<file path="src/rtl/gbwa_pkg.sv">
`timescale 1ns / 1ps

package gbwa_pkg;

    localparam int RATE_W   = 16;
    localparam int TIME_W   = 32;
    localparam int WLEN_W   = 9;
    localparam int SPAN_W   = 31;
    localparam int SUM_W    = 25;
    localparam int BIAS_W   = 24;
    localparam int FRAC_W   = 8;
    localparam int DIVW     = SUM_W + FRAC_W;
    localparam int DCNT_W   = $clog2(DIVW + 1);
    localparam int CFG_IDX_W  = 1;
    localparam int CFG_DATA_W = 32;

    localparam logic [WLEN_W-1:0] WLEN_RESET = WLEN_W'(200);
    localparam logic [SPAN_W-1:0] SPAN_RESET = SPAN_W'(20000);

    localparam logic [1:0] ACT_ADD       = 2'd0;
    localparam logic [1:0] ACT_CLR_KEEP  = 2'd1;
    localparam logic [1:0] ACT_CLR_ALL   = 2'd2;

    localparam logic [CFG_IDX_W-1:0] REG_WINDOW_LENGTH = 1'd0;
    localparam logic [CFG_IDX_W-1:0] REG_MAX_SPAN      = 1'd1;

    typedef struct packed {
        logic [1:0]               action;
        logic signed [RATE_W-1:0] gyro_rate;
        logic [TIME_W-1:0]        sample_time;
    } t_in_item;

    typedef struct packed {
        logic                     offset_valid;
        logic signed [BIAS_W-1:0] offset_q8;
    } t_out_item;

    typedef struct packed {
        logic capture;
        logic clr_win;
        logic clr_valid;
        logic rd_old;
        logic upd;
        logic rd_time;
        logic div_start;
        logic div_step;
        logic commit;
        logic out_load;
    } t_cmd;

    typedef struct packed {
        logic fill_eq;
        logic span_ok;
        logic div_last;
        logic out_free;
    } t_sts;

endpackage

</file>
<file path="src/rtl/gbwa_ctrl.sv">
`timescale 1ns / 1ps

module gbwa_ctrl
    import gbwa_pkg::*;
(
    input  logic       i_clk,
    input  logic       i_rst_n,
    input  logic       i_in_valid,
    input  logic [1:0] i_action,
    input  t_sts       i_sts,
    output logic       o_in_ready,
    output t_cmd       o_cmd
);

    localparam logic [2:0] S_IDLE  = 3'd0;
    localparam logic [2:0] S_RDOLD = 3'd1;
    localparam logic [2:0] S_UPD   = 3'd2;
    localparam logic [2:0] S_RDT   = 3'd3;
    localparam logic [2:0] S_CHK   = 3'd4;
    localparam logic [2:0] S_DIV   = 3'd5;
    localparam logic [2:0] S_FIN   = 3'd6;
    localparam logic [2:0] S_OUT   = 3'd7;

    logic [2:0] r_state;
    logic [2:0] n_state;

    assign o_in_ready = (r_state == S_IDLE);

    always_comb begin
        n_state = r_state;
        o_cmd   = '0;
        case (r_state)
            S_IDLE: begin
                if (i_in_valid) begin
                    o_cmd.capture = 1'b1;
                    case (i_action)
                        ACT_ADD: begin
                            n_state = S_RDOLD;
                        end
                        ACT_CLR_KEEP: begin
                            o_cmd.clr_win = 1'b1;
                            n_state       = S_OUT;
                        end
                        ACT_CLR_ALL: begin
                            o_cmd.clr_win   = 1'b1;
                            o_cmd.clr_valid = 1'b1;
                            n_state         = S_OUT;
                        end
                        default: begin
                            n_state = S_OUT;
                        end
                    endcase
                end
            end
            S_RDOLD: begin
                o_cmd.rd_old = 1'b1;
                n_state      = S_UPD;
            end
            S_UPD: begin
                o_cmd.upd = 1'b1;
                n_state   = S_RDT;
            end
            S_RDT: begin
                o_cmd.rd_time = 1'b1;
                n_state       = S_CHK;
            end
            S_CHK: begin
                if (i_sts.fill_eq && i_sts.span_ok) begin
                    o_cmd.div_start = 1'b1;
                    n_state         = S_DIV;
                end else begin
                    o_cmd.clr_valid = 1'b1;
                    n_state         = S_OUT;
                end
            end
            S_DIV: begin
                o_cmd.div_step = 1'b1;
                if (i_sts.div_last) begin
                    n_state = S_FIN;
                end
            end
            S_FIN: begin
                o_cmd.commit = 1'b1;
                n_state      = S_OUT;
            end
            S_OUT: begin
                if (i_sts.out_free) begin
                    o_cmd.out_load = 1'b1;
                    n_state        = S_IDLE;
                end
            end
            default: begin
                n_state = S_IDLE;
            end
        endcase
    end

    always_ff @(posedge i_clk) begin
        if (!i_rst_n) begin
            r_state <= S_IDLE;
        end else begin
            r_state <= n_state;
        end
    end

endmodule

</file>
<file path="config.mk">
export PLATFORM = sky130hd
export DESIGN_NAME = gbwa_ctrl
export DESIGN_NICKNAME = d
export VERILOG_FILES = /design/src/rtl/gbwa_pkg.sv /design/src/rtl/gbwa_ctrl.sv
export SDC_FILE = /design/constraint.sdc
export NUM_CORES = 1
export LEC_CHECK = 0
export BUFFER_PORTS_ARGS = -buffer_cell sky130_fd_sc_hd__buf_2
export CAP_MARGIN = 20
export CORE_AREA = 3 3 40 42
export CTS_CLUSTER_SIZE = 28
export DETAILED_ROUTE_END_ITERATION = 16
export DIE_AREA = 0 0 43 45
export GPL_TIMING_DRIVEN = 0
export PLACE_DENSITY = 0.55
export SKIP_LAST_GASP = 1
export SLEW_MARGIN = 10
export SYNTH_ARGS = -nofsm -noshare
export SYNTH_HDL_FRONTEND = slang
export SYNTH_SLANG_ARGS = --single-unit
</file>
<file path="constraint.sdc">
create_clock -name i_clk -period 1.5 [get_ports i_clk]
set_input_delay 0.15 -clock i_clk [delete_from_list [all_inputs] [get_ports i_clk]]
set_output_delay 0.15 -clock i_clk [all_outputs]
set_load 0.1 [all_outputs]
</file>
=== Yosys cells after proc, flatten, opt, wreduce, memory -nomap -nowiden ===
Cells that the tools add are included.
Widths: inputs -> output; s select.

* Flip-flop bits (word level): 3
* Bits of input ports: 9
* Output and inout port bits: 11

* Equality and inequality tests: 12
* Mux-type cells: 21
* Reduce and logical (&&, ||, !) cells: 5

{| class="wikitable"
|+ Operators by type and width
! operator !! number
|-
| $pmux 3 s8 || 1
|-
| $mux 3 || 5
|-
| $eq 3x3->1 const B || 4
|-
| $mux 1 || 12
|-
| $eq 3x2->1 const B || 2
|-
| $ne 2x2->1 const B || 3
|-
| $mux 2 || 2
|-
| $eq 3x1->1 const B || 1
|-
| $logic_not 3->1 || 1
|-
| $reduce_and 3->1 || 1
|-
| $eq 2x1->1 const B || 1
|-
| $eq 2x2->1 const B || 1
|-
| $logic_not 2->1 || 1
|-
| $pmux 1 s2 || 1
|-
| $reduce_or 2->1 || 1
|-
| $logic_and 1x1->1 || 1
|}

=== Logic depth before layout (Yosys ltp) ===
Gate-level depths: netlist of the first run.

* Depth after elaboration: 5
* Gate-level depth with buffers: 5

=== Worst setup path after synthesis of the first run ===
Ideal clock, no wire load.

* Path kind: register to output
* Start point: reg r_state[2]
* End point: out o_cmd[7] (netlist bit)
* Data arrival time: 2.801 ns
* Setup slack: -1.451 ns
* Stages on the path, launching flop included: 4
* Path buffers: 1
* Cells stage by stage: dfxtp_1 > buf_4 > nand3b_1 > a21boi_0

{| class="wikitable"
|+ RTL lines
! item !! RTL line !! source
|-
| start: declaration || gbwa_ctrl.sv:24 || <nowiki>logic [2:0] r_state;</nowiki>
|-
| start signal: assignment || gbwa_ctrl.sv:102 || <nowiki>r_state <= n_state;</nowiki>
|-
| end: declaration || gbwa_ctrl.sv:12 || <nowiki>output t_cmd o_cmd</nowiki>
|}

==> reports/qor.csv, run 1 <==
stage,metric,value,unit
layout,largest_register_ffs,3,
sta,slew_headroom,80.6,%
yosys,yosysTopAreaCell,dfxtp_1,
yosys,syn_area_per_cell,7.85,sq um
sta,tns,-0.102,ns
sta,hold_viol_final,0,
sta,tightest_slew,0.287,ns
sta,setup_violations,3,
yosys,yosys.area_share.simple,40.2,%
grt,grt_pass1_wl,1700,microns
grt,grt_pass1_vias,390,
layout,largest_register,r_state,
drt,firstDrtPassIters,2,
grt,overflow,0,
hold_path,hold_class,in -> reg,
layout,syn2layout_area_growth,89.5,%
yosys,async_flop_share,0,%
grt,antenna_found_initial,0,
layout,nNetsFinal,80,
layout,layout_common_cells,"buf_4 (8), buf_2 (8), nand2_1 (4)",
drt,drtAntennaViolNets,0,
sta,finalMaxSlewViolations,0,
layout,fin_util,50.9,%
clocking,numCtsBuffers,3,
yosys,synth_top_family_by_area,simple AND/OR/NAND/NOR gates,
drt,wirelength,974,microns
clocking,cts.sinks,3,
sta,fin_crit_sh,105,%
run_status,failed_checks,negative setup slack,
clocking,clock_path_buffers,2,
clocking,cts_hold_buf,0,
sta,finClkSkew,0.00754,ns
yosys,synth_edf_count,0,
power_and_ir_drop,p_per_area,1230,nW/um^2
run,maxCapViolCount,0,
grt,grt_max_degree,11,
placement,hpwlAfterDp,697,microns
clocking,clock_latency,0.23,ns
layout,reg_top3,r_state: 3 flops,
grt,grt_usage,11.7,%
layout,antenna_cells,0,
yosys,yosysTopAreaCellShare,17.4,%
layout,multi_input_area,307,sq um
placement,portBuffers,19,
die,top_level_ports,20,
drt,drt_iter0_drc,9,
placement,place_congestion,0.731,
worst_setup_path,cp-start-kind,flip-flop,
yosys,synth_compound_area_share,20.7,%
die,dieArea,1940,sq um
die,coreArea,1280,sq um
worst_setup_path,cp-end-kind,output pin,
die,row_count,13,
yosys,yosysUniqueCellTypes,29,
yosys,syn_inst,44,
placement,dp_slack,-0.122,ns
layout,drive_gt1_share,64.7,%
power_and_ir_drop,ir_worst_vdd,638,uV
die,die_h,45,microns
sta,fmax,637,MHz
clocking,cts-root-buf,clkbuf_4,
yosys,yosysSeqAreaShare,17.4,%
sta,min_period,1.57,ns
sta,worst_slack,-0.0691,ns
drt,vias,402,
sta,grt_setup_unrepaired,true,
yosys,synth_fa_ha_area_share,7.25,%
run_status,status,finished with violations,
drt,post_drt_via_cell_ratio,4.84,
clocking,h-tree-depth,1,
yosys,synth_xor_area_share,0,%
yosys,synth_ff_type,dfxtp_1,
worst_setup_path,worstPathMaxFanout,4,
worst_setup_path,cp_data_arrival_time,1.42,ns
yosys,synth_mux_area_share,4.35,%
yosys,synthesis.yosys.warnings,0,
yosys,synth.ff_latch_count,3,
power_and_ir_drop,leakage,0.292,nW
yosys,synthTopCellsByArea,"dfxtp_1 (17%), ha_1 (7.2%), nand2_1 (5.4%)",
worst_setup_path,required,1.35,ns
worst_setup_path,critical_path_class,reg -> out,
clocking,tritoncts,built,
yosys,syn-num-nets,55,
layout,register_area,62.6,sq um
die,start_util,26.9,%
yosys,synth_area,345,sq um
die,die_w,43,microns
drt,routedWlPerCell,11.7,microns
drt,drc,0,
clocking,clk_pin_slew,0.04,ns
layout,n_fill_cell,130,
[critical path, cell delays in order, from the launching register on]
cell     delay, ns
dfxtp_2       0.33
or3_4         0.44
inv_12        0.07
and3_4        0.17
buf_12        0.17
[power breakdown]
part / total (mW) / leakage [nW] / internal (mW) / switching, mW
clock network: 0.141 / 0.0150 / 0.0996 / 0.0413
registers: 0.106 / 0.0256 / 0.0950 / 0.0113
logic: 0.560 / 0.251 / 0.192 / 0.368
total: 0.807 / 0.292 / 0.387 / 0.421
[cell type report]
type / instances / area share (%)
Tap cell: 15 / 2.87
Buffer: 2 / 2.87
Sequential cell: 3 / 9.56
Multi-Input combinational cell: 35 / 46.8
Clock buffer: 4 / 4.02
Inverter: 3 / 3.63
Timing Repair Buffer: 21 / 30.2
[kinds of logic (layout without fill, tap and decap cells)]
logic type	count (synthesis)	count (layout)
AOI/OAI and AO/OA	9	9
adders and majority gates	2	2
buffers and inverters	6	30
DFF	3	3
muxes	1	1
and+or+nand+nor	23	23
[routing by layer]
| layer | share of wire, % | GRT usage, % |
|---|---|---|
| met3 | 7.3 | 5.18 |
| met4 | 0 | 1.81 |
| met5 | 0 | 0 |
| met2 | 52 | 18.3 |
| met1 | 41 | 15.3 |
[through the flow]
| step | std cells | hold WS, ns | instance area (sq um) | power [mW] |
|---|---|---|---|---|
| final | 83 | 0.182 | 654 | 0.807 |
| after global routing | 83 | 0.186 | 654 | 0.852 |
| after CTS | 83 | 0.185 | 641 | 0.799 |
| after detailed placement | 78 | 0.425 | 528 | 0.597 |
| after global placement | 78 | 0.432 | 528 | 0.597 |
| after floorplan | 44 | 0.283 | 414 | 0.533 |
[cell usage after synthesis (2+ instances only)]
cell / number
nand2_1: 5
nor2_1: 5
dfxtp_1: 3
and2_1: 2
ha_1: 2
inv_1: 2
nand3b_1: 2
nor3b_1: 2
[final timing paths]
| check | start | end | slack (ns) | cells after the start |
|---|---|---|---|---|
| setup / recovery | r_state[2] | o_cmd[8] | -0.07 | 4 |
| hold / removal | i_rst_n | r_state[0] | 0.18 | 2 |
| setup reg to reg | r_state[2] | r_state[1] | 0.19 | 4 |
| hold reg to reg | r_state[0] | r_state[0] | 0.69 | 2 |
[timing repair]
action | in CTS | in global routing
cloned | 0 | 0
gates resized for setup | 24 | 6
endpoints found under the setup margin | 11 | 10
pin swaps | 2 | 2
setup buffers | 1 | 1
endpoints found under the hold margin | 0 | 0
Power figures use the tool's default switching activity.
==> run 2, diff against run 1 <==
==> constraint.sdc (replaced) <==
create_clock -name i_clk -period 1.5 [get_ports i_clk]
set_input_delay 0.075 -clock i_clk [delete_from_list [all_inputs] [get_ports i_clk]]
set_output_delay 0.075 -clock i_clk [all_outputs]
set_load 0.1 [all_outputs]
==> run 2 against run 1 <==
The run now ends clean. Count of clock-buffer cells in the layout is the same. Hold slack lost 0.079 ns. Sequential cell count is the same. Clock skew shrank 0.0042 ns. Critical path depth grew 1. Total power shrank 1.4%. Die area is the same. First-iteration DRC count shrank 89%. Highest routed layer unchanged.
==> reports/qor.csv, run 2 (synthesis results as in run 1) <==
stage,metric,value,unit,change
layout,fin_area,657,sq um,+0.38%
power_and_ir_drop,p_comb_share,69.6,%,+0.2 points
layout,fin_util,51.1,%,+0.19 points
worst_setup_path,crit_chain,buf_6 -> or3_4 -> clkinv_4 -> and3_4 -> buf_12,,
hold_path,hold_class,in -> reg,,
layout,antenna_cells,0,,unchanged
clocking,clock_latency,0.23,ns,about the same
grt,grt_pass1_vias,367,,-5.9%
grt,grt_usage,10.5,%,-1.2 points
worst_setup_path,cp_data_arrival_time,1.41,ns,about the same
worst_setup_path,required,1.42,ns,+0.07 ns
die,start_util,26.9,%,unchanged
power_and_ir_drop,ir_worst_vdd,543,uV,-15%
layout,n_fill_cell,137,,+5.4%
clocking,clk_pin_slew,0.03,ns,about the same
drt,vias,394,,-2.0%
sta,finalMaxSlewViolations,0,,unchanged
grt,grt_pass1_wl,1560,microns,-8.5%
power_and_ir_drop,p_int,388,uW,+0.34%
sta,tightest_slew,0.483,ns,+0.197 ns
worst_setup_path,r2r_cells,6,,+2
clocking,cts-root-buf,clkbuf_4,,
worst_setup_path,r2r_setup_slack,0.03,ns,-0.16 ns
drt,post_drt_via_cell_ratio,4.58,,-5.4%
hold_path,min_path_cells,2,,unchanged
layout,reg_top3,r_state: 3 flops,,
grt,antenna_found_initial,0,,unchanged
placement,portBuffers,19,,unchanged
placement,dpl_cell_area,517,sq um,-2.1%
worst_setup_path,cp-end-kind,output pin,,
drt,firstDrtPassIters,2,,unchanged
layout,final_common_cell,buf_2,,
layout,largest_register,r_state,,
clocking,numCtsBuffers,3,,unchanged
die,die_w,43,microns,unchanged
clocking,h-tree-depth,1,,unchanged
drt,drt_iter0_drc,1,,-8
run,maxCapViolCount,0,,unchanged
worst_setup_path,worst_path_largest_cell_delay,0.34,ns,-0.10 ns
layout,largest_register_ffs,3,,unchanged
layout,nNetsFinal,83,,+3.8%
layout,syn2layout_area_growth,90.2,%,
layout,multi_input_area,305,sq um,-0.41%
drt,routedWlPerCell,10.4,microns,-11%
drt,drc,0,,unchanged
sta,setup_violations,0,,-3
power_and_ir_drop,finalPower,796,uW,-1.4%
clocking,cts.sinks,3,,unchanged
power_and_ir_drop,p_clk_share,17.4,%,about the same
run_status,status,finished clean,,
clocking,tritoncts,built,,
sta,slew_headroom,68.0,%,-13 points
placement,hpwlAfterDp,660,microns,-5.3%
drt,drtAntennaViolNets,0,,unchanged
sta,grt_setup_unrepaired,true,,
die,dieArea,1940,sq um,unchanged
grt,grt_max_degree,11,,unchanged
placement,place_congestion,0.649,,-11%
die,row_count,13,,unchanged
layout,drive_gt1_share,64.8,%,+0.083 points
power_and_ir_drop,switchingPower,408,uW,-2.9%
die,coreArea,1280,sq um,unchanged
die,top_level_ports,20,,unchanged
placement,dp_slack,-0.0248,ns,+0.0975 ns
worst_setup_path,crit_path_top_delay_cell,or3_4,,
worst_setup_path,worstPathMaxFanout,3,,-1
sta,tns,0,ns,+0.102 ns
layout,register_area,61.3,sq um,-2.0%
sta,fin_crit_sh,98.8,%,-5.8 points
power_and_ir_drop,p_per_area,1210,nW/um^2,-1.7%
worst_setup_path,critical_path_class,reg -> out,,
die,die_h,45,microns,unchanged
sta,min_period,1.48,ns,-0.0874 ns
grt,overflow,0,,unchanged
sta,worst_slack,0.0183,ns,+0.0874 ns
power_and_ir_drop,pwr-share-seq,13.0,%,-0.2 points
power_and_ir_drop,swShare,51.3,%,-0.82 points
clocking,clock_path_buffers,2,,unchanged
sta,hold_viol_final,0,,unchanged
sta,fmax,675,MHz,+5.9%
layout,layout_common_cells,"buf_2 (9), buf_4 (6), clkbuf_4 (6)",,
sta,finClkSkew,0.00332,ns,-0.00422 ns
drt,wirelength,895,microns,-8.1%
worst_setup_path,cp-start-kind,flip-flop,,
power_and_ir_drop,leakage,0.300,nW,+2.9%
-- run 2: changes by cell type in the layout (fill, tap and decap cells not counted), sizes merged --
cell    previous run  this run
clkinv             0         1
clkbuf             4         7
inv                3         2
-- run 2: critical path, delay by kind of cell (launching register included) --
kind	cells	cell delay, ns
simple gates	2	0.52
buf+inv	3	0.34
flops	1	0.31
-- run 2: what timing repair did --
action                                  in CTS  in global routing
gates resized for setup                     15                  9
buffers inserted                             4                  0
hold endpoints to repair                     0                  0
pin swaps                                    1                  1
endpoints found under the setup margin       8                 10
hold buffers                                 0                  0
-- run 2: path summary, 6_finish.rpt --
path         startpoint          to
max          r_state[0]    o_cmd[8]
min             i_rst_n  r_state[0]
max reg2reg  r_state[0]  r_state[1]
min reg2reg  r_state[2]  r_state[2]
-- run 2: per-stage QoR --
step / hold slack (ns) / std cells
floorplan: 0.208 / 44
global placement: 0.338 / 78
detailed placement: 0.348 / 78
CTS: 0.110 / 86
global route: 0.0929 / 86
finish: 0.103 / 86
-- run 2: routing by layer --
metal  track usage (%)  part of all wire [%]  vias up
met2              16.2                    45       18
li1                  -                     -      208
met3              4.38                    11        0
met1              13.4                    43      168
met5                 0                     0        -
met4              3.61                     0        0
-- run 2: layout make-up --
class,instances,share of cell area (%)
sequential,3,9.33
buffer,3,4.00
timing repair buffer,23,30.9
tap,15,2.86
multi-input combinational,35,46.5
clock buffer,4,4.00
inverter,3,2.48
-- run 2: power groups by stage --
| stage | sequential (mW) | clock, mW | combinational [mW] |
|---|---|---|---|
| detailed placement | 0.104 | 0 | 0.474 |
| finish | 0.103 | 0.139 | 0.554 |
| global route | 0.105 | 0.159 | 0.586 |
| global placement | 0.104 | 0 | 0.475 |
| floorplan | 0.101 | 0 | 0.413 |
| CTS | 0.102 | 0.144 | 0.545 |
==> run 3, diff against run 2 <==
==> constraint.sdc (replaced) <==
create_clock -name i_clk -period 1.7 [get_ports i_clk]
set_input_delay 0.085 -clock i_clk [delete_from_list [all_inputs] [get_ports i_clk]]
set_output_delay 0.085 -clock i_clk [all_outputs]
set_load 0.1 [all_outputs]
==> run 3 against run 2 <==
Clock power down 13%. Sequential cell count unchanged. Clock skew decreased by 0.0024 ns. Hold slack improved by 0.027 ns. Global-route usage down 0.81 points. Count of clock-buffer cells in the layout is the same. Non-clock buffer count decreased by 4. Sequential power down 13%. Combinational power shrank 28%. Die area stayed put. Cell count shrank 4.7%. Critical endpoint unchanged. Largest cell class unchanged.
==> reports/qor.csv, run 3 (synthesis results as in run 1) <==
stage,metric,value,unit,change
clocking,cts-root-buf,clkbuf_4,,
drt,drtAntennaViolNets,0,,unchanged
placement,hpwlAfterDp,696,microns,+5.5%
die,top_level_ports,20,,unchanged
layout,final_common_cell,buf_2,,
worst_setup_path,worst_path_largest_cell_delay,0.35,ns,about the same
grt,grt_pass1_vias,340,,-7.4%
worst_setup_path,crit_path_top_delay_cell,or3_4,,
worst_setup_path,cp-start-kind,flip-flop,,
worst_setup_path,crit_chain,buf_6 -> or3_4 -> inv_2 -> and3_2 -> buf_4,,
power_and_ir_drop,p_per_area,1190,nW/um^2,-2.2%
sta,min_period,1.62,ns,
clocking,tritoncts,built,,
drt,route.met3.wl,65,microns,-36%
hold_path,hold_class,in -> reg,,
drt,wl_met1,431,microns,+12%
drt,drc,0,,unchanged
layout,syn2layout_area_growth,49.3,%,
grt,grt_usage,9.73,%,-0.81 points
drt,post_drt_via_cell_ratio,4.35,,-5.0%
placement,dpl_cell_area,482,sq um,-6.8%
drt,met2_length,372,microns,-8.4%
die,dieArea,1940,sq um,unchanged
clocking,clock_path_buffers,2,,unchanged
sta,hold_viol_final,0,,unchanged
layout,nNetsFinal,79,,-4.8%
die,start_util,26.9,%,unchanged
layout,largest_register,r_state,,
power_and_ir_drop,finalPower,611,uW,-23%
worst_setup_path,critPathBufInv,3,,unchanged
grt,antenna_found_initial,0,,unchanged
worst_setup_path,cp_data_arrival_time,1.54,ns,+0.13 ns
sta,fin_crit_sh,95.5,%,
sta,tightest_slew,0.486,ns,+0.00302 ns
sta,finClkSkew,0.000914,ns,-0.00241 ns
clocking,clock_latency,0.23,ns,about the same
worst_setup_path,required,1.62,ns,+0.20 ns
worst_setup_path,path_delay_family,simple AND/OR/NAND/NOR gates,,
layout,antenna_cells,0,,unchanged
sta,slew_headroom,67.8,%,-0.20 points
layout,layout_common_cells,"buf_2 (17), nand2_1 (5), nor2_1 (4), clkbuf_4 (4)",,
clocking,clk_pin_slew,0.04,ns,about the same
power_and_ir_drop,ir_worst_vdd,340,uV,-37%
power_and_ir_drop,leakage,0.265,nW,-11%
run,maxCapViolCount,0,,unchanged
clocking,cts_hold_buf,0,,unchanged
grt,overflow,0,,unchanged
drt,firstDrtPassIters,2,,unchanged
layout,reg_top3,r_state: 3 flops,,
drt,drt_iter0_drc,3,,+2
clocking,numCtsBuffers,3,,unchanged
layout,drive_gt1_share,56.7,%,-8.1 points
clocking,cts.sinks,3,,unchanged
layout,largest_register_ffs,3,,unchanged
drt,routedWlPerCell,10.6,microns,+1.8%
run_status,status,finished clean,,
grt,grt_pass1_wl,1440,microns,-8.0%
placement,portBuffers,19,,unchanged
die,die_w,43,microns,unchanged
clocking,post_cts_buffers,0,,-4
worst_setup_path,worstPathMaxFanout,10,,+7
die,die_h,45,microns,unchanged
sta,grt_setup_unrepaired,false,,
drt,vias,357,,-9.4%
die,row_count,13,,unchanged
worst_setup_path,cp-end-kind,output pin,,
grt,grt_max_degree,11,,unchanged
worst_setup_path,critical_path_class,reg -> out,,
sta,fmax,616,MHz,
drt,wirelength,869,microns,-2.9%
die,coreArea,1280,sq um,unchanged
sta,setup_violations,0,,unchanged
drt,top_layer,met3,,
placement,place_congestion,0.752,,+16%
layout,fin_area,515,sq um,-22%
sta,finalMaxSlewViolations,0,,unchanged
clocking,h-tree-depth,1,,unchanged
run 3: changes by cell type in the layout (fill, tap and decap cells not counted), moves of 2 or more:
| cell | change |
|---|---|
| buf_6 | -4 |
| clkbuf_4 | -2 |
| nor2_1 | +2 |
| nor2_4 | -2 |
| buf_12 | -3 |
| buf_2 | +8 |
| buf_4 | -3 |
run 3: final timing paths:
check / from / end / slack (ns) / depth (start not counted)
setup / recovery: r_state[0] / o_cmd[8] / 0.08 / 5
hold / removal: i_rst_n / r_state[1] / 0.13 / 2
setup reg to reg: r_state[1] / r_state[1] / 0.46 / 4
hold reg to reg: r_state[1] / r_state[0] / 0.65 / 2
run 3: cell type report:
type / instances / area, sq um
Tap cell: 15 / 18.8
Sequential cell: 3 / 60.1
Multi-Input combinational cell: 35 / 273
Inverter: 3 / 11.3
Buffer: 3 / 23.8
Clock buffer: 4 / 26.3
Fill cell: 140 / 769
Timing Repair Buffer: 19 / 103
run 3: where the power goes:
| part | switching [mW] | internal (mW) | leakage [nW] |
|---|---|---|---|
| logic | 0.295 | 0.105 | 0.225 |
| clock network | 0.0334 | 0.0877 | 0.0150 |
| registers | 0.00768 | 0.0822 | 0.0250 |
| total | 0.336 | 0.275 | 0.265 |
run 3: routing by layer:
metal  GRT usage [%]  vias up
met5               0        -
met4            1.81        0
met3            2.79        0
met2            15.3       13
met1            13.5      143
li1                -      201
run 3: timing repair:
action                                  4_1_cts  5_1_grt
gates cloned                                  0        0
endpoints found under the setup margin        2        1
gates resized for setup                       2        1
run 3: per-stage QoR:
stage | utilization, % | hold slack, ns | instances | setup TNS, ns | setup WS (ns)
floorplan | - | 0.218 | 44 | -0.898 | -0.300
global placement | 37.5 | 0.364 | 78 | 0 | 0.181
detailed placement | 37.5 | 0.363 | 78 | 0 | 0.173
CTS | 39.9 | 0.122 | 82 | 0 | 0.0536
finish | 40.1 | 0.130 | 82 | 0 | 0.0773
global route | 40.1 | 0.128 | 82 | 0 | 0.00961
